### src/rtl/core/iirtdf2_pkg.sv
// Shared types, constants and register codes of the transposed direct form II IIR filter.
package iirtdf2_pkg;

  localparam int MAX_ORDER_DEF = 6;
  localparam int CHANNELS_DEF  = 2;

  localparam int SAMPLE_BITS = 24;
  localparam int TDATA_BITS  = ((SAMPLE_BITS + 7) / 8) * 8;
  localparam int USER_BITS   = 2;
  localparam int STATE_BITS  = SAMPLE_BITS + 16;
  localparam int COEF_BITS   = 32;
  localparam int PAIR_BITS   = 2 * COEF_BITS;
  localparam int ACC_BITS    = 32;
  localparam int PROD_BITS   = COEF_BITS + ACC_BITS;
  localparam int ORDER_BITS  = 3;
  localparam int PROD_SHIFT  = 20;
  localparam int OUT_SHIFT   = 8;

  localparam int REG_ORDER     = 0;
  localparam int REG_COEF_BASE = 1;

  localparam logic [PAIR_BITS-1:0] COEF0_RESET = 64'h0000_0000_1000_0000;

  typedef enum logic {
    ACT_FILTER = 1'b0,
    ACT_SET    = 1'b1
  } action_t;

  typedef enum logic [2:0] {
    ST_IDLE,
    ST_PROD0,
    ST_OUT0,
    ST_MULB,
    ST_MULA,
    ST_LAST
  } iir_state_t;

endpackage

### src/rtl/core/iirtdf2_ram.sv
// Generic single-write, single-read synchronous RAM with a registered read port.
module iirtdf2_ram
  import iirtdf2_pkg::*;
#(
  parameter int WIDTH = STATE_BITS,
  parameter int DEPTH = MAX_ORDER_DEF * CHANNELS_DEF,
  localparam int AW = (DEPTH > 1) ? $clog2(DEPTH) : 1
) (
  input  logic             clk,
  input  logic             we,
  input  logic [AW-1:0]    waddr,
  input  logic [WIDTH-1:0] wdata,
  input  logic             re,
  input  logic [AW-1:0]    raddr,
  output logic [WIDTH-1:0] rdata
);

  logic [WIDTH-1:0] mem [DEPTH];

  always_ff @(posedge clk) begin
    if (we) begin
      mem[waddr] <= wdata;
    end
    if (re) begin
      rdata <= mem[raddr];
    end
  end

endmodule

### config.mk
export PLATFORM = sky130hd
export DESIGN_NAME = iirtdf2_ram
export DESIGN_NICKNAME = d
export VERILOG_FILES = /design/src/rtl/core/iirtdf2_pkg.sv /design/src/rtl/core/iirtdf2_ram.sv
export SDC_FILE = /design/constraint.sdc
export NUM_CORES = 1
export LEC_CHECK = 0
export ABC_AREA = 1
export BUFFER_PORTS_ARGS = -buffer_cell sky130_fd_sc_hd__buf_2
export CAP_MARGIN = 10
export CELL_PAD_IN_SITES_DETAIL_PLACEMENT = 0
export CELL_PAD_IN_SITES_GLOBAL_PLACEMENT = 1
export CORE_UTILIZATION = 50
export DETAILED_ROUTE_END_ITERATION = 8
export GPL_ROUTABILITY_DRIVEN = 0
export PLACE_DENSITY_LB_ADDON = 0.2
export SYNTH_ARGS = -nofsm -noshare
export SYNTH_HDL_FRONTEND = slang
export SYNTH_SLANG_ARGS = --single-unit
### constraint.sdc
create_clock -name clk -period 3.4 [get_ports clk]
set_input_delay 0.17 -clock clk [delete_from_list [all_inputs] [get_ports clk]]
set_output_delay 0.17 -clock clk [all_outputs]
set_load 0.02 [all_outputs]
==> metrics.cfg <==
[yosys]
ys_ff_latch=520
synth_area_per_cell_um2=11.6
synthCells=1845
synth_area_um2=21400
synth.net_count=1896
synth_warnings=0
yosysSeqAreaShare_pct=73.1
post_synth_num_cell_types=16

[final_layout]
layout_common_cells=edfxtp_1 (520), nand2_1 (485), inv_1 (262)
drive_above_1_share_pct=10.0
finalNetCount=2012
layout_commonest_cell=edfxtp_1
area_delta_synth_final_pct=13.5
fill_cells=3466
n_antenna_cell=0

[pwr]
intPower_uw=10700
combPwrFrac_pct=6.2
leakage_uw=0.00970
power.density_nw_per_um2=562
vdd_drop_max_v=0.000428
p_clk_share_pct=40.5
p_switching_uw=2980
p_sw_share_pct=21.9
power_frac_seq_pct=53.3

[worst_setup_path]
crit_path_top_delay_cell=buf_4
cp_max_fo=70
worst-r2r-setup-slack_ns=2.16
crit_family=buffers and inverters
ff2ff_path_depth=6
cp_data_required_time_ns=3.74
rr_endpoint=rdata[23]$_DFFE_PP_
worstSetupEndpoint=rdata[4]$_DFFE_PP_
crit_cells=7
critPathLaunch=raddr[0]
worstPathCellList=buf_6 -> buf_4 -> a21oi_1 -> o21ai_1 -> o21ai_0 -> nand2_1 -> nand2_1
slowest_delay_ns=0.71
startpoint_type=input pin
r2r_start=mem[3][23]$_DFFE_PP_
path_common_cell=nand2_1
path_buf_inv=2
crit_type=input pin to flip-flop
arrival_ns=1.87
cp-end-kind=flip-flop

[clocking]
clkLatencyLatePin_ns=0.59
cts_tree=built
path_clk_slew_ns=0.06
clock-root-buffer=clkbuf_16
clkSinkCount=520
clock_path_buffers=3
cts.htree.levels=2
cts_resized=0
cts_buffers=53
hold_buffers=40
post_cts_buffers=0

[timing]
finalSetupTns_ns=0
slew_violations=0
slew_headroom_pct=26.9
period_share_pct=45.0
setup_viol=0
hold_viol_final=0
worstMarginPinSlew_ns=1.10
rsz0062_at_grt=false
fin_ws_ns=1.87
fin_crit_ns=1.53
finClkSkew_ns=0.0105
max_freq_mhz=654

[placed_design]
portBuffers=90
dp_slack_ns=1.26
place_hpwl_um=24300

[routing]
ant_nets=0
viasPerCell=5.21
drt_first_iter_violations=1056
wl_per_cell_um=18.9
drc=0
routed-via-count=13200
detail_route.wirelength_um=48000
firstDrtPassIters=5

[die]
coreArea_um2=42000
start_util_pct=50.8
die-width_um=209
dieHeight_um=209
dieArea_um2=43600
ios=91
row_count=75

[hold_path]
hold_path_class=input pin to flip-flop

[run]
cap_viol_max_count=0

[global_route]
antenna_found_initial=0
first_global_vias=12700
grt_start_max_net_pins=128
grt_util_all_layers_pct=22.3
grt_pass1_wl_um=73600
grt-ovfl-total=0

[run_status]
status=finished, final reports clean

cells by family (layout without fill, tap and decap cells):
kind of cell | Yosys count | in the layout | synth area share (%)
and+or+nand+nor | 823 | 823 | 15.9
DFF | 520 | 520 | 73.1
buffers and inverters | 363 | 521 | 7.83
AOI/OAI and AO/OA | 139 | 139 | 3.25
cells in the mapped netlist:
master	instances	area, um^2
a21oi_1	19	95.1
inv_1	265	995
buf_8	2	30.0
buf_1	11	41.3
buf_4	13	97.6
o21ai_1	48	240
nand2_1	485	1820
nor2_1	96	360
edfxtp_1	520	15600
inv_6	1	8.76
clkbuf_1	20	75.1
buf_6	23	259
nand3_1	242	1210
buf_2	25	125
clkbuf_8	3	41.3
o21ai_0	72	360
power groups by stage:
stage	logic, uW	clock network [uW]	registers (uW)
2_1_floorplan	462	0	7450
3_3_place_gp	804	0	7400
3_5_place_dp	816	0	7410
4_1_cts	855	5610	7270
5_1_grt	941	5840	7280
6_report	845	5520	7270
state kept, by name, indices dropped and copies added (netlist names):
name / cells
rdata: 40
mem: 480
worst min-delay path by stage:
| stage | from | endpoint | slack [ns] | cells past startpoint |
|---|---|---|---|---|
| 6_report | waddr[1] | mem[7][6]$_DFFE_PP_ | 0.23 | 3 |
| 5_1_grt | waddr[1] | mem[7][6]$_DFFE_PP_ | 0.24 | 3 |
| 4_1_cts | waddr[1] | mem[7][6]$_DFFE_PP_ | 0.19 | 3 |
| 3_5_place_dp | wdata[34] | mem[10][34]$_DFFE_PP_ | 0.51 | 1 |
| 3_3_place_gp | wdata[8] | mem[5][8]$_DFFE_PP_ | 0.50 | 1 |
| 2_1_floorplan | wdata[0] | mem[0][0]$_DFFE_PP_ | 0.27 | 0 |
metrics by stage:
stage / power (uW) / util (%) / hold slack (ns) / std cells / cell area, um^2
CTS: 13700 / 57.7 / 0.189 / 2542 / 24300
floorplan: 7910 / - / 0.269 / 1845 / 21400
global placement: 8210 / 52.9 / 0.496 / 2405 / 22200
global route: 14100 / 57.7 / 0.244 / 2542 / 24300
detailed placement: 8220 / 52.9 / 0.511 / 2405 / 22200
finish: 13600 / 57.7 / 0.226 / 2542 / 24300
worst register-to-register path, delay by kind of cell (launching register included):
kind | cells | cell delay [ns]
and+or+nand+nor | 5 | 0.57
buffers and inverters | 1 | 0.06
DFF | 1 | 0.35
final cells by class:
cell class	count	area, um^2	share of cell area, %
Sequential cell	520	15600	64.3
Multi-Input combinational cell	962	4180	17.2
Clock buffer	72	1440	5.93
Timing Repair Buffer	158	1170	4.82
Inverter	266	1010	4.14
Tap cell	539	674	2.78
Clock inverter	25	188	0.773
metal layers:
layer / wire length [um] / GRT usage (%) / vias up
li1: - / - / 6382
met1: 21800 / 31.7 / 6420
met2: 22400 / 35.9 / 372
met3: 2790 / 3.32 / 64
met4: 1000 / 6.90 / 0
met5: 0 / 0 / -
Power figures use the tool's default switching activity.
